### src/rtl/core/rvl_pkg.sv
// Shared types and constants for the RVL depth stream decoder.
package rvl_pkg;

    localparam int unsigned WORD_W       = 32;
    localparam int unsigned NIBBLES      = 8;
    localparam int unsigned DEPTH_W      = 16;
    localparam int unsigned COUNT_W      = 21;
    localparam int unsigned GROUP_W      = 4;

    localparam logic [COUNT_W-1:0] MAX_FRAME_PIXELS = COUNT_W'(1048576);
    localparam logic [COUNT_W-1:0] RST_FRAME_PIXELS = COUNT_W'(307200);

    // Groups at or above this index add nothing to the value.
    localparam logic [GROUP_W-1:0] GROUP_LIMIT = GROUP_W'(11);
    localparam logic [GROUP_W-1:0] GROUP_MAX   = GROUP_W'(15);

    localparam int unsigned Q_DEPTH = 2;
    localparam int unsigned Q_PTR_W = $clog2(Q_DEPTH);
    localparam int unsigned Q_CNT_W = $clog2(Q_DEPTH + 1);

    typedef enum logic [1:0] {
        PH_ZEROS    = 2'd0,
        PH_NONZEROS = 2'd1,
        PH_DELTAS   = 2'd2
    } t_phase;

    // One queued word plus its per-nibble "value ends here" mask, first nibble in bit 7.
    typedef struct packed {
        logic [WORD_W-1:0]  word;
        logic [NIBBLES-1:0] stop;
    } t_q_entry;

    typedef struct packed {
        logic [DEPTH_W-1:0] depth_value;
        logic [COUNT_W-1:0] repeat_count;
        logic               last_in_word;
        logic               end_of_frame;
        logic               count_error;
    } t_result;

endpackage

### src/rtl/core/rvl_front.sv
// Front end: input handshake, nibble classification and the word queue.
module rvl_front
    import rvl_pkg::*;
(
    input  logic                 i_clk,
    input  logic                 i_rst_n,
    input  logic                 i_valid,
    output logic                 o_stall,
    input  logic [WORD_W-1:0]    i_data_word,
    output logic                 o_q_valid,
    output t_q_entry             o_q_entry,
    input  logic                 i_q_pop
);

    t_q_entry             r_mem [Q_DEPTH];
    logic [Q_PTR_W-1:0]   r_wr_ptr, n_wr_ptr;
    logic [Q_PTR_W-1:0]   r_rd_ptr, n_rd_ptr;
    logic [Q_CNT_W-1:0]   r_count,  n_count;
    logic                 push;
    logic                 pop;
    t_q_entry             entry;

    // Mark every nibble whose continuation bit is clear.
    always_comb begin
        entry.word = i_data_word;
        for (int j = 0; j < NIBBLES; j++) begin
            entry.stop[j] = ~i_data_word[4*j+3];
        end
    end

    assign o_stall   = (r_count == Q_CNT_W'(Q_DEPTH));
    assign push      = i_valid && !o_stall;
    assign o_q_valid = (r_count != '0);
    assign pop       = i_q_pop && o_q_valid;
    assign o_q_entry = r_mem[r_rd_ptr];

    always_comb begin
        n_wr_ptr = push ? r_wr_ptr + 1'b1 : r_wr_ptr;
        n_rd_ptr = pop  ? r_rd_ptr + 1'b1 : r_rd_ptr;
        n_count  = r_count + Q_CNT_W'(push) - Q_CNT_W'(pop);
    end

    always_ff @(posedge i_clk) begin
        if (!i_rst_n) begin
            r_wr_ptr <= '0;
            r_rd_ptr <= '0;
            r_count  <= '0;
        end else begin
            r_wr_ptr <= n_wr_ptr;
            r_rd_ptr <= n_rd_ptr;
            r_count  <= n_count;
        end
    end

    always_ff @(posedge i_clk) begin
        if (push) begin
            r_mem[r_wr_ptr] <= entry;
        end
    end

endmodule

### src/rtl/core/rvl_back.sv
// Back end: nibble-serial value decode, run bookkeeping and result staging.
module rvl_back
    import rvl_pkg::*;
(
    input  logic                 i_clk,
    input  logic                 i_rst_n,
    input  logic                 i_cfg_we,
    input  logic [COUNT_W-1:0]   i_cfg_data,
    input  logic                 i_q_valid,
    input  t_q_entry             i_q_entry,
    output logic                 o_q_pop,
    output logic                 o_valid,
    input  logic                 i_stall,
    output t_result              o_result
);

    // decode state
    t_phase               r_phase,        n_phase;
    logic [WORD_W-1:0]    r_acc,          n_acc;
    logic [GROUP_W-1:0]   r_grp,          n_grp;
    logic [COUNT_W-1:0]   r_run_rem,      n_run_rem;
    logic [COUNT_W-1:0]   r_frame_rem,    n_frame_rem;
    logic [DEPTH_W-1:0]   r_prev,         n_prev;
    logic                 r_run_err,      n_run_err;
    logic [COUNT_W-1:0]   r_frame_pixels, n_frame_pixels;
    // word sequencing
    logic                 r_busy,         n_busy;
    logic [2:0]           r_nib,          n_nib;
    logic [WORD_W-1:0]    r_word,         n_word;
    logic [NIBBLES-1:0]   r_stop,         n_stop;
    // result staging
    logic                 r_pend_v,       n_pend_v;
    t_result              r_pend,         n_pend;
    logic                 r_out_v,        n_out_v;
    t_result              r_out,          n_out;

    logic [3:0]           nib;
    logic [5:0]           shamt;
    logic [WORD_W-1:0]    acc_sum;
    logic [GROUP_W-1:0]   grp_inc;
    logic [WORD_W-1:0]    value;
    logic                 over;
    logic [COUNT_W-1:0]   clamped;
    logic [DEPTH_W-1:0]   delta;
    logic [COUNT_W-1:0]   fr_dec;
    logic [COUNT_W-1:0]   fr_sub;
    logic [COUNT_W-1:0]   rr_dec;
    logic [DEPTH_W-1:0]   prev_add;
    logic [COUNT_W-1:0]   cfg_clamped;

    // candidate outcome of the current nibble
    t_phase               c_phase;
    logic [WORD_W-1:0]    c_acc;
    logic [GROUP_W-1:0]   c_grp;
    logic [COUNT_W-1:0]   c_run_rem;
    logic [COUNT_W-1:0]   c_frame_rem;
    logic [DEPTH_W-1:0]   c_prev;
    logic                 c_run_err;
    logic                 res_v;
    t_result              res;
    logic                 eof;

    logic                 out_free;
    logic                 step_go;
    logic                 word_end;
    logic                 pend_move;

    // datapath for one nibble
    always_comb begin
        nib      = r_word[WORD_W-1 -: 4];
        shamt    = {2'b00, r_grp} + {1'b0, r_grp, 1'b0};
        acc_sum  = r_acc;
        if (r_grp < GROUP_LIMIT) begin
            acc_sum = r_acc | ({{(WORD_W-3){1'b0}}, nib[2:0]} << shamt);
        end
        grp_inc  = (r_grp == GROUP_MAX) ? GROUP_MAX : r_grp + 1'b1;
        value    = acc_sum;
        over     = value > {{(WORD_W-COUNT_W){1'b0}}, r_frame_rem};
        clamped  = over ? r_frame_rem : value[COUNT_W-1:0];
        delta    = value[DEPTH_W:1] ^ {DEPTH_W{value[0]}};
        prev_add = r_prev + delta;
        fr_dec   = (r_frame_rem != '0) ? r_frame_rem - 1'b1 : r_frame_rem;
        rr_dec   = (r_run_rem != '0) ? r_run_rem - 1'b1 : r_run_rem;
        fr_sub   = r_frame_rem - clamped;
    end

    // value completion per phase
    always_comb begin
        c_phase     = r_phase;
        c_acc       = acc_sum;
        c_grp       = grp_inc;
        c_run_rem   = r_run_rem;
        c_frame_rem = r_frame_rem;
        c_prev      = r_prev;
        c_run_err   = r_run_err;
        res_v       = 1'b0;
        res         = '0;
        eof         = 1'b0;
        if (r_stop[NIBBLES-1]) begin
            c_acc = '0;
            c_grp = '0;
            unique case (r_phase)
                PH_NONZEROS: begin
                    if (value == '0) begin
                        c_phase = PH_ZEROS;
                    end else begin
                        c_run_err = over;
                        c_run_rem = clamped;
                        c_phase   = PH_DELTAS;
                    end
                end
                PH_DELTAS: begin
                    c_prev           = prev_add;
                    c_frame_rem      = fr_dec;
                    c_run_rem        = rr_dec;
                    eof              = (fr_dec == '0);
                    res_v            = 1'b1;
                    res.depth_value  = prev_add;
                    res.repeat_count = COUNT_W'(1);
                    res.end_of_frame = eof;
                    res.count_error  = r_run_err;
                    if (!eof && rr_dec == '0) begin
                        c_phase = PH_ZEROS;
                    end
                end
                default: begin
                    c_frame_rem      = fr_sub;
                    eof              = (fr_sub == '0);
                    res_v            = (clamped != '0);
                    res.repeat_count = clamped;
                    res.end_of_frame = eof;
                    res.count_error  = over;
                    if (!eof) begin
                        c_phase = PH_NONZEROS;
                    end
                end
            endcase
            // frame complete: restart decode, drop the rest of the word
            if (eof) begin
                c_acc       = '0;
                c_grp       = '0;
                c_phase     = PH_ZEROS;
                c_run_rem   = '0;
                c_run_err   = 1'b0;
                c_prev      = '0;
                c_frame_rem = r_frame_pixels;
            end
        end
        res.last_in_word = 1'b0;
    end

    // handshake and staging control
    always_comb begin
        out_free  = !r_out_v || !i_stall;
        step_go   = r_busy && (!res_v || !r_pend_v || out_free);
        word_end  = step_go && ((r_nib == 3'd7) || eof);
        pend_move = r_pend_v && out_free && (r_pend.last_in_word || (step_go && res_v));
        o_q_pop   = i_q_valid && (!r_busy || word_end);
    end

    always_comb begin
        cfg_clamped = i_cfg_data;
        if (i_cfg_data == '0) begin
            cfg_clamped = COUNT_W'(1);
        end else if (i_cfg_data > MAX_FRAME_PIXELS) begin
            cfg_clamped = MAX_FRAME_PIXELS;
        end
    end

    always_comb begin
        n_phase        = r_phase;
        n_acc          = r_acc;
        n_grp          = r_grp;
        n_run_rem      = r_run_rem;
        n_frame_rem    = r_frame_rem;
        n_prev         = r_prev;
        n_run_err      = r_run_err;
        n_frame_pixels = r_frame_pixels;
        n_busy         = r_busy;
        n_nib          = r_nib;
        n_word         = r_word;
        n_stop         = r_stop;
        n_pend_v       = r_pend_v;
        n_pend         = r_pend;
        n_out_v        = r_out_v;
        n_out          = r_out;

        if (i_cfg_we) begin
            n_frame_pixels = cfg_clamped;
            n_phase        = PH_ZEROS;
            n_acc          = '0;
            n_grp          = '0;
            n_run_rem      = '0;
            n_run_err      = 1'b0;
            n_prev         = '0;
            n_frame_rem    = cfg_clamped;
        end else if (step_go) begin
            n_phase     = c_phase;
            n_acc       = c_acc;
            n_grp       = c_grp;
            n_run_rem   = c_run_rem;
            n_frame_rem = c_frame_rem;
            n_prev      = c_prev;
            n_run_err   = c_run_err;
        end

        // advance through the word, load the next one at its end
        if (o_q_pop) begin
            n_busy = 1'b1;
            n_nib  = '0;
            n_word = i_q_entry.word;
            n_stop = i_q_entry.stop;
        end else if (word_end) begin
            n_busy = 1'b0;
        end else if (step_go) begin
            n_nib  = r_nib + 1'b1;
            n_word = {r_word[WORD_W-5:0], 4'h0};
            n_stop = {r_stop[NIBBLES-2:0], 1'b0};
        end

        // hold one result back until it is known whether it ends the word
        if (step_go && res_v) begin
            n_pend_v            = 1'b1;
            n_pend              = res;
            n_pend.last_in_word = word_end;
        end else if (pend_move) begin
            n_pend_v = 1'b0;
        end else if (word_end && r_pend_v) begin
            n_pend.last_in_word = 1'b1;
        end

        if (pend_move) begin
            n_out_v = 1'b1;
            n_out   = r_pend;
        end else if (!i_stall) begin
            n_out_v = 1'b0;
        end
    end

    always_ff @(posedge i_clk) begin
        if (!i_rst_n) begin
            r_phase        <= PH_ZEROS;
            r_acc          <= '0;
            r_grp          <= '0;
            r_run_rem      <= '0;
            r_frame_rem    <= RST_FRAME_PIXELS;
            r_prev         <= '0;
            r_run_err      <= 1'b0;
            r_frame_pixels <= RST_FRAME_PIXELS;
            r_busy         <= 1'b0;
            r_nib          <= '0;
            r_pend_v       <= 1'b0;
            r_out_v        <= 1'b0;
        end else begin
            r_phase        <= n_phase;
            r_acc          <= n_acc;
            r_grp          <= n_grp;
            r_run_rem      <= n_run_rem;
            r_frame_rem    <= n_frame_rem;
            r_prev         <= n_prev;
            r_run_err      <= n_run_err;
            r_frame_pixels <= n_frame_pixels;
            r_busy         <= n_busy;
            r_nib          <= n_nib;
            r_pend_v       <= n_pend_v;
            r_out_v        <= n_out_v;
        end
    end

    always_ff @(posedge i_clk) begin
        r_word <= n_word;
        r_stop <= n_stop;
        r_pend <= n_pend;
        r_out  <= n_out;
    end

    assign o_valid  = r_out_v;
    assign o_result = r_out;

endmodule

### src/rtl/core/rvl_depth_decoder_core.sv
// Top level of the RVL depth stream decoder: front queue plus nibble decode back end.
// Throughput: one nibble decoded per cycle in the back end while the result stages are free, so a
//   word is done after its eight nibbles, sooner when a frame completes mid-word; at most one result per cycle.
// Result path: a word passes the queue and the word register; each result then goes through the
//   hold stage and the output register to o_valid, the last of a word once its final nibble is done.
// Reset (synchronous, active low): queue empty, decode at frame start, no result pending,
//   frame length 307200 pixels.
module rvl_depth_decoder_core
    import rvl_pkg::*;
(
    input  logic                 i_clk,
    input  logic                 i_rst_n,
    // configuration: frame length in pixels
    input  logic                 i_cfg_we,
    input  logic [COUNT_W-1:0]   i_cfg_data,
    // compressed word input
    input  logic                 i_valid,
    output logic                 o_stall,
    input  logic [WORD_W-1:0]    i_data_word,
    // decoded result output
    output logic                 o_valid,
    input  logic                 i_stall,
    output logic [DEPTH_W-1:0]   o_depth_value,
    output logic [COUNT_W-1:0]   o_repeat_count,
    output logic                 o_last_in_word,
    output logic                 o_end_of_frame,
    output logic                 o_count_error
);

    logic      q_valid;
    t_q_entry  q_entry;
    logic      q_pop;
    t_result   result;

    // Front: take words, tag where each value ends, buffer two words so the
    // input keeps flowing while the back end works through a word.
    rvl_front u_front (
        .i_clk       (i_clk),
        .i_rst_n     (i_rst_n),
        .i_valid     (i_valid),
        .o_stall     (o_stall),
        .i_data_word (i_data_word),
        .o_q_valid   (q_valid),
        .o_q_entry   (q_entry),
        .i_q_pop     (q_pop)
    );

    // Back: one nibble per cycle while not stalled, run and frame bookkeeping, delta accumulation.
    // A one-deep hold stage keeps the newest result until the next result or the
    // word end decides its last-in-word flag; an output register drives the port.
    rvl_back u_back (
        .i_clk      (i_clk),
        .i_rst_n    (i_rst_n),
        .i_cfg_we   (i_cfg_we),
        .i_cfg_data (i_cfg_data),
        .i_q_valid  (q_valid),
        .i_q_entry  (q_entry),
        .o_q_pop    (q_pop),
        .o_valid    (o_valid),
        .i_stall    (i_stall),
        .o_result   (result)
    );

    // Unpack the result transaction onto its field ports.
    assign o_depth_value  = result.depth_value;
    assign o_repeat_count = result.repeat_count;
    assign o_last_in_word = result.last_in_word;
    assign o_end_of_frame = result.end_of_frame;
    assign o_count_error  = result.count_error;

endmodule
### config.mk
export PLATFORM = sky130hd
export DESIGN_NAME = rvl_depth_decoder_core
export DESIGN_NICKNAME = d
export VERILOG_FILES = /design/src/rtl/core/rvl_pkg.sv /design/src/rtl/core/rvl_front.sv /design/src/rtl/core/rvl_back.sv /design/src/rtl/core/rvl_depth_decoder_core.sv
export SDC_FILE = /design/constraint.sdc
export NUM_CORES = 1
export LEC_CHECK = 0
export BUFFER_PORTS_ARGS = -buffer_cell sky130_fd_sc_hd__buf_4
export CAP_MARGIN = 20
export CORE_AREA = 2 2 192 194
export CTS_CLUSTER_DIAMETER = 100
export DETAILED_ROUTE_END_ITERATION = 6
export DIE_AREA = 0 0 194 196
export GPL_ROUTABILITY_DRIVEN = 0
export PLACE_DENSITY_LB_ADDON = 0.05
export SLEW_MARGIN = 20
export SYNTH_ARGS = -nofsm -noshare
export SYNTH_HDL_FRONTEND = slang
export SYNTH_SLANG_ARGS = --single-unit
### constraint.sdc
create_clock -name i_clk -period 12 [get_ports i_clk]
set_input_delay 1.2 -clock i_clk [delete_from_list [all_inputs] [get_ports i_clk]]
set_output_delay 1.2 -clock i_clk [all_outputs]
set_load 0.02 [all_outputs]
; ---- Yosys cells after proc, flatten, opt, wreduce, memory -nomap -nowiden
; Memories as Yosys holds them, arrays and structs flattened. A register that Yosys moved wholly into a read port is not among the register bits.
; Index checks and enable logic that the tools add are counted.
[word_totals]
register_bits = 247
elab_cells = 173
ram_bits = 80
mem_bits_ro = 0
output_inout_bits = 42
latchBits = 0
input_bits = 58
memories = 1
[memory_table]
columns = name, depth, width, rd, rd_clocked_by_memory_dff, wr, line
row1 = u_front.r_mem, 2, 40, 1, 1, 1, rvl_front.sv:15  ; t_q_entry r_mem [Q_DEPTH];
[classes]
mux = 53
reduce_logical = 52
eq_ne = 13
multipliers = 0
order_cmp = 3
n_addsub = 11
n_bitwise = 12
div = 0
n_shift = 1
[ops]
columns = op, n
row1 = $mux W21, 11
row2 = $pmux W21 S2, 3
row3 = $mux W31, 3
row4 = $logic_not A21 Y1, 4
row5 = $mux W32, 2
row6 = $reduce_bool A21 Y1, 3
row7 = $sub A21 B1 Y21 const B, 2
row8 = $gt A32 B21 Y1, 1
row9 = $logic_not A32 Y1, 1
row10 = $mux W16, 2
row11 = $or A32 B32 Y32, 1
row12 = $shl A3 B6 Y32, 1
row13 = $mux W8, 3
row14 = $gt A21 B21 Y1 const B, 1
row15 = $sub A21 B21 Y21, 1
row16 = $mux W1, 19
row17 = $reduce_bool A2 Y1, 9
row18 = $add A16 B16 Y16, 1
row19 = $xor A16 B16 Y16, 1
row20 = $reduce_and A4 Y1, 3
row21 = $logic_and A1 B1 Y1, 10
row22 = $not A1 Y1, 10
row23 = $mux W2, 4
row24 = $mux W4, 2
row25 = 25 further kinds, 47

; ---- Depth between registers and ports, before layout
; Gate-level depths: netlist (run 1).
[depth]
depth_word = 19
mapped_depth = 43

; ---- Cells and area by module
; A second synthesis (run 1) with hierarchy kept.
[unflattened]
cells_unflattened = 1877
area_unflattened_um2 = 18459.0
[modules_own_cells]
columns = mod, instances, seq_area_each_um2, area_each_um2, cells_per_inst
row1 = rvl_back, 1, 5845.6, 15294.7, 1718
row2 = rvl_front, 1, 2502.4, 3164.3, 159

; ---- Worst setup path before layout (run 1)
; OpenSTA, ideal clock, no wires.
[synth_path]
kind = reg-to-reg
start = reg u_back.r_grp[2]
end = reg u_back.r_stop[0] (enable)
slack_ns = 3.775
required_ns = 11.522
arrival_ns = 7.747
path_stages_with_launch = 33
period_less_slack_ns = 8.225
setup_ns = 0.478
path_buffers = 9
path_cell_list = dfxtp_1 -> inv_1 -> ha_1 -> clkbuf_1 -> or2_1 -> o221a_2 -> and3_1 -> buf_4 -> a21oi_1 -> buf_2 -> inv_1 -> ha_1 -> nand4_1 -> nor4_1 -> a21boi_0 -> o31ai_1 -> buf_2 -> nand2_1 -> buf_2 -> clkbuf_1 -> buf_1 -> a21oi_1 -> ha_1 -> clkbuf_1 -> nand2_1 -> or3_1 -> o32a_1 -> and3_1 -> or3_1 -> a41o_2 -> a31oi_4 -> clkbuf_1 -> nand2_1
[synth_between]
elab_chain_len = 18
elab_cells_between_ends = 26
classes_between = 2 x add/sub / 2 x order compare / 1 x eq/ne / 1 x shift / 7 x mux / 1 x bitwise / 12 x reduce/logical
[synth_rtl]
columns = item, line
row1 = from (decl), rvl_back.sv:20  ; logic [GROUP_W-1:0] r_grp, n_grp;
row2 = from (signal assigned), rvl_back.sv:257  ; r_grp <= n_grp;
row3 = $add A4 B5 Y6, rvl_back.sv:71  ; shamt = {2'b00, r_grp} + {1'b0, r_grp, 1'b0};
row4 = $shl A3 B6 Y32, rvl_back.sv:74  ; acc_sum = r_acc | ({{(WORD_W-3){1'b0}}, nib[2:0]} << shamt);
row5 = $or A32 B32 Y32, rvl_back.sv:74
row6 = $mux W32 (*), rvl_back.sv:73  ; if (r_grp < GROUP_LIMIT) begin
row7 = $gt A32 B21 Y1, rvl_back.sv:78  ; over = value > {{(WORD_W-COUNT_W){1'b0}}, r_frame_rem};
row8 = $mux W21 (*), rvl_back.sv:79  ; clamped = over ? r_frame_rem : value[COUNT_W-1:0];
row9 = branches (longest 11 deep; another with $sub A21 B21 Y21), --
row10 = $reduce_and A2 Y1 (no source line) (*), --
row11 = to (signal assigned), rvl_back.sv:272  ; r_stop <= n_stop;
row12 = to (decl), rvl_back.sv:30  ; logic [NIBBLES-1:0] r_stop, n_stop;
; Every way passes the cells marked *. The select of a mux whose other input is x is not followed.
; A chain may end at the register's enable or synchronous reset.

; ---- Worst setup path after layout (run 1)
[layout_path]
start = reg u_back.r_grp[0]
end = reg u_front.r_count[1]
[layout_between]
elab_chain_len = 18
elab_cells_between_ends = 25
classes_between = 3 x add/sub / 2 x order compare / 1 x shift / 7 x mux / 1 x bitwise / 11 x reduce/logical
[layout_rtl]
columns = item, line
row1 = $add A4 B5 Y6, rvl_back.sv:71
row2 = $shl A3 B6 Y32, rvl_back.sv:74
row3 = $or A32 B32 Y32, rvl_back.sv:74
row4 = $mux W32 (*), rvl_back.sv:73
row5 = $gt A32 B21 Y1, rvl_back.sv:78
row6 = $mux W21 (*), rvl_back.sv:79
row7 = branches (longest 7 deep; another with $sub A21 B21 Y21), --
row8 = $logic_and A1 B1 Y1 (*), rvl_back.sv:156  ; word_end = step_go && ((r_nib == 3'd7) || eof);
row9 = $logic_or A1 B1 Y1 (*), rvl_back.sv:158  ; o_q_pop = i_q_valid && (!r_busy || word_end);
row10 = $logic_and A1 B1 Y1 (*), rvl_back.sv:158
row11 = $logic_and A1 B1 Y1 (*), rvl_front.sv:34  ; assign pop = i_q_pop && o_q_valid;
row12 = via u_front.pop, rvl_front.sv:20  ; logic pop;
row13 = $sub A2 B1 Y2 (*), rvl_front.sv:40  ; n_count = r_count + Q_CNT_W'(push) - Q_CNT_W'(pop);
row14 = to (signal assigned), rvl_front.sv:51  ; r_count <= n_count;
row15 = to (decl), rvl_front.sv:18  ; logic [Q_CNT_W-1:0] r_count, n_count;
; Mark *: on every way through the listed nets, which the timed path passes. The select of a mux whose other input is x is not followed.

==> reports/results.ini, run 1 <==
[worst_setup_path]
slowest_delay_ns=0.72
cp_data_required_time_ns=12.41
cpMaxStageDelayCell=dfxtp_1
r2r.worst_path.cells=35
arrival_ns=10.45
crit_fanout=64
crit_top_cell=ha_1
endpoint_kind=register
crit_type=register to register
startpoint_type=register

[outcome]
outcome=completed

[clock_network]
htreeDepth=2
postCtsSetupBuffers=0
clk_path_buf_depth=3
ctsResizeCount=0
clock_sinks=305
numCtsBuffers=35
cts.root.buffer_cell=clkbuf_16
clk_latency_ns=0.52
cts.clk_slew.worst_paths_ns=0.06
tritoncts=built
hold_buffers=0

[yosys]
yosys_warnings=0
yosysSeqAreaShare_pct=44.4
async_flop_share_pct=0
syn_area_um2=17700
avgSynthCellArea_um2=9.43
synth-edff-count=176
netlist_instances=1877
yosys_register_bits=305
synth_ff_type=edfxtp_1
syn-num-nets=2000
synth.distinct_cells=112

[route]
met1_length_um=21000
routed_via_density=6.05
num_vias=14600
first_pass_iters=5
met2_length_um=23000
drcViolationCount=0
antenna_left=0
top_layer_used=met5
drt_iter0_drc=1234
dr_wl_met3_um=3290
drt-wirelength-per-cell_um=20.4
totalWireLength_um=49200

[grt]
overflow=0
antenna_found_initial=2
grt_max_degree=79
track_usage_pct=25.6
grt_pass1_wl_um=77400
grt_pass1_vias=13900

[hold_path]
min_path_type=register to register
hold_depth=0

[floorplanning]
ioPinCount=100
fp-row-count=70
core_area_um2=36100
fp.dieH_um=196
start_util_pct=49.1
die_x_um=194
fp.dieArea_um2=38000

[cells_and_area]
syn2layout_area_growth_pct=11.7
stdcell_area_um2=19800
final_core_util_pct=54.8
n_antenna_cell=0
final_nets=2044
drive_above_1_share_pct=12.3

[timing]
finalHoldViolCount=0
finalSetupViolCount=0
slew_headroom_pct=30.9
drv_slew=0
skew_ns=0.0202
final.period_utilization_pct=83.6
post-route-min-period_ns=10.04
rsz0062_at_grt=false
max_freq_ghz=0.0996
worstMarginPinSlew_ns=1.04
setup_tns_ns=0
hold-worst-slack_ns=0.416

[place]
hpwl_um=35800
place_area_um2=18700
port-buffer-count=99

[power_and_ir_drop]
vdd.ir_drop.worst_v=0.000136
power.leakage_uw=0.00761
p_per_area_nw_per_um2=206
power_uw=4080

[job]
cap_violations=0

## cell usage after synthesis (all sizes together), types with 39 or more instances
| cell type | number | area (µm²) |
|---|---|---|
| inv | 81 | 304 |
| mux2i | 58 | 581 |
| o21ai | 105 | 529 |
| nor2 | 178 | 686 |
| xnor2 | 65 | 577 |
| a21oi | 142 | 729 |
| clkbuf | 75 | 282 |
| dfxtp | 129 | 2580 |
| a31oi | 39 | 287 |
| nand3 | 60 | 300 |
| nand2 | 160 | 608 |
| nor3 | 56 | 295 |
| buf | 40 | 229 |
| ha | 64 | 801 |
| edfxtp | 176 | 5290 |
## layout by cell type, fill, tap and decap left out, types with 37 or more instances in the layout
cell / n
edfxtp_1: 176
nor2_1: 174
nand2_1: 159
a21oi_1: 136
dfxtp_1: 128
buf_4: 122
o21ai_0: 87
inv_1: 81
xnor2_1: 64
ha_1: 63
nand3_1: 60
mux2i_1: 58
nor3_1: 53
nor2b_1: 37
## stage by stage
step,std cells,setup slack [ns]
after floorplan,1877,3.78
after global placement,2352,2.22
after CTS,2413,2.11
after detailed placement,2352,2.17
final,2413,1.96
after global routing,2413,1.33
## power breakdown
group          internal, µW  total, µW  switching [µW]
registers              1330       1480             142
clock network           567        985             418
logic                   603       1620            1010
total                  2500       4080            1570
## cell type report
cell class | count | area (µm²)
clock buffer | 42 | 912
inverter | 84 | 315
sequential | 305 | 7870
clock inverter | 19 | 145
tap | 468 | 586
timing repair buffer | 122 | 916
multi-input combinational | 1373 | 9040
fill | 3305 | 16300
## worst max-delay path: cells and delay by family, from the launching register on
kind                     cells  cell delay [ns]
XOR/XNOR                     2             0.26
AND/OR/NAND/NOR              9             1.83
multiplexers                 1             0.41
AO/OA/AOI/OAI               11             3.25
adder cells (fa/ha/maj)      5             1.82
flip-flops                   1             0.72
buffers and inverters        7             1.61
## worst paths after layout
check | slack (ns) | start | endpoint
max | 1.96 | u_back.r_grp[0] | u_front.r_count[1]
min | 0.42 | u_back.r_pend[6] | u_back.o_result[6]
max reg2reg | 1.96 | u_back.r_grp[0] | u_front.r_count[1]
min reg2reg | 0.42 | u_back.r_pend[6] | u_back.o_result[6]
## cell families (layout without fill, tap and decap cells)
group / Yosys count / in the layout / share of synthesized area, %
xor gates and xnor gates: 85 / 85 / 4.25
muxes: 61 / 61 / 3.49
AOI/OAI and AO/OA: 510 / 510 / 20.0
buffers and inverters: 199 / 267 / 4.66
adders and majority gates: 70 / 70 / 4.92
DFF: 305 / 305 / 44.4
and+or+nand+nor: 647 / 647 / 18.3
## flip-flops by register name, indices dropped and copies added, names as in the netlist, named ones only
name                   count
u_back.r_acc              32
u_back.r_pend             40
u_back.r_prev             16
u_back.r_phase             2
u_back.r_word             24
u_back.r_frame_rem        21
u_back.r_pend_v            1
u_back.o_valid             1
u_back.o_result           40
u_back.r_run_rem          21
u_back.r_busy              1
u_back.r_run_err           1
u_front.r_mem             64
u_front.r_count            2
u_back.r_nib               3
u_back.r_grp               4
u_front.r_wr_ptr           1
u_front.r_rd_ptr           1
u_back.r_frame_pixels     21
u_back.r_stop              8
## routing by layer
| metal | GRT usage [%] | vias to the layer above |
|---|---|---|
| li1 | - | 6990 |
| met1 | 33.8 | 6950 |
| met2 | 41.9 | 543 |
| met3 | 4.06 | 121 |
| met4 | 10.8 | 2 |
| met5 | 0 | - |
No activity file was read; power rests on OpenSTA's default activity.
==> run 2: changes to the inputs <==
==> constraint.sdc (replaced) <==
create_clock -name i_clk -period 8.9 [get_ports i_clk]
set_input_delay 0.89 -clock i_clk [delete_from_list [all_inputs] [get_ports i_clk]]
set_output_delay 0.89 -clock i_clk [all_outputs]
set_load 0.02 [all_outputs]
==> run 2 against run 1 <==
  * Hold slack improved by 0.00097 ns
  * Cell area increased by 1.7%
  * Register-to-register slack got worse by 1.4 ns
  * Fmax grew 20%
  * Critical path depth shrank 7
  * Flip-flop and latch count did not move
  * Wire length increased by 0.95%
  * Setup slack worse by 1.4 ns
  * Critical endpoint is now u_back.r_run_rem[0]
  * Largest cell class unchanged
  * Largest power group unchanged
==> reports/results.ini, run 2 (same netlist as run 1, synthesis figures left out) <==
[cells_and_area]
drive_above_1_share_pct=13.9
fin_cells=2450
final_cell_mix=176 x edfxtp_1, 174 x nor2_1, 159 x nand2_1, 159 x buf_4, 136 x a21oi_1
nFillCells=3264
n_antenna_cell=0
syn2layout_area_growth_pct=13.7
largest_reg_flops=64
largest_register=u_front.r_mem
stdcell_area_um2=20100
final_nets=2081
final_common_cell=edfxtp_1

[hold_path]
min_from=u_back.r_pend[19]
hold_depth=0
min_to=u_back.o_result[19]
min_path_type=register to register

[route]
dr_wl_met3_um=3450
totalWireLength_um=49700
top_layer_used=met5
met2_length_um=22700
routed_via_density=5.99
drcViolationCount=0
first_pass_iters=7
met1_length_um=21200
num_vias=14700
antenna_left=0
drt_iter0_drc=1295
drt-wirelength-per-cell_um=20.3

[power_and_ir_drop]
power.leakage_uw=0.00782
p_per_area_nw_per_um2=279
vdd.ir_drop.worst_v=0.000187

[timing]
drv_slew=0
hold-worst-slack_ns=0.417
finalHoldViolCount=0
final.period_utilization_pct=93.8
worstMarginPinSlew_ns=1.04
max_freq_ghz=0.120
slew_headroom_pct=30.9
finalSetupViolCount=0
setup_tns_ns=0
skew_ns=0.0251
rsz0062_at_grt=false
post-route-min-period_ns=8.35

[clock_network]
numCtsBuffers=34
clk_latency_ns=0.55
cts.clk_slew.worst_paths_ns=0.06
clock_sinks=305
hold_buffers=0
htreeDepth=2
cts.root.buffer_cell=clkbuf_16
tritoncts=built
clk_path_buf_depth=3

[place]
hpwl_um=36300
dp_cells=2390
place_area_um2=19000
port-buffer-count=99

[floorplanning]
fp-row-count=70
ioPinCount=100
die_x_um=194
fp.dieH_um=196
start_util_pct=49.1
fp.dieArea_um2=38000
core_area_um2=36100

[grt]
overflow=0
grt_pass1_vias=14100
antenna_found_initial=2
grt_pass1_wl_um=78200
grt_max_degree=69
track_usage_pct=26.1

[job]
cap_violations=0

[worst_setup_path]
slowest_delay_ns=0.63
reg2reg_from=u_back.r_grp[3]
arrival_ns=8.74
crit_fanout=21
startpoint_type=register
r2r.worst_path.cells=28
cp_data_required_time_ns=9.29
rrSetupSlack_ns=0.55
crit_top_cell=ha_1
rr_endpoint=u_back.r_run_rem[0]
crit_type=register to register
endpoint_kind=register
cpMaxStageDelayCell=a211o_1

[outcome]
outcome=completed

[run 2: changes by cell type in the layout (fill, tap and decap cells not counted), sizes merged]
cell,before,now
buf,122,160
bufinv,1,4
inv,83,82
clkinvlp,7,4
[run 2: how the worst max path moves through the flow]
stage	from	endpoint	slack [ns]	depth (start not counted)
6_report	u_back.r_grp[3]	u_back.r_run_rem[0]	0.55	28
5_1_grt	u_back.r_grp[3]	u_back.r_run_rem[0]	0.03	28
4_1_cts	u_back.r_grp[0]	u_back.r_frame_rem[16]	0.59	29
3_5_place_dp	u_back.r_grp[0]	u_back.r_prev[11]	0.65	29
3_3_place_gp	u_back.r_grp[0]	u_back.r_frame_rem[7]	0.83	29
2_1_floorplan	u_back.r_grp[2]	u_back.r_stop[0]	0.68	32
[run 2: metrics by stage]
| stage | power (µW) | util (%) | setup WS, ns |
|---|---|---|---|
| after floorplan | 3540 | - | 0.675 |
| after global placement | 4180 | 52.7 | 0.828 |
| after detailed placement | 4190 | 52.7 | 0.648 |
| after CTS | 5610 | 55.8 | 0.595 |
| after global routing | 5940 | 55.8 | 0.0281 |
| final | 5610 | 55.8 | 0.549 |
[run 2: critical path, delay by kind of cell (launching register included)]
family                     cells  cell delay [ns]
DFF                            1             0.54
adders and majority gates      4             1.21
AOI/OAI and AO/OA             11             3.24
and+or+nand+nor                9             2.71
buffers and inverters          4             0.50
[run 2: final cells by class]
| class | instances | area, µm² | share of cell area (%) |
|---|---|---|---|
| Clock inverter | 18 | 200 | 0.995 |
| Inverter | 84 | 315 | 1.57 |
| Timing Repair Buffer | 160 | 1210 | 6.03 |
| Sequential cell | 305 | 7870 | 39.1 |
| Multi-Input combinational cell | 1373 | 9040 | 44.9 |
| Clock buffer | 42 | 902 | 4.48 |
| Tap cell | 468 | 586 | 2.91 |
[run 2: metal layers]
metal | global-route usage [%] | vias to the layer above
met5 | 0 | -
met4 | 12.6 | 2
met3 | 5.74 | 133
met2 | 42.0 | 519
met1 | 33.5 | 6928
li1 | - | 7083
[run 2: timing repair]
item                       CTS  global route
setup buffers                0             0
gates resized for setup      0             2
setup endpoints to repair    0            78
[run 2: power by group]
part / leakage, µW / internal, µW / total, µW / switching (µW)
logic: 0.00460 / 842 / 2240 / 1400
registers: 0.00269 / 1800 / 1960 / 163
clock network: 0.000523 / 838 / 1400 / 564
total: 0.00782 / 3480 / 5610 / 2130
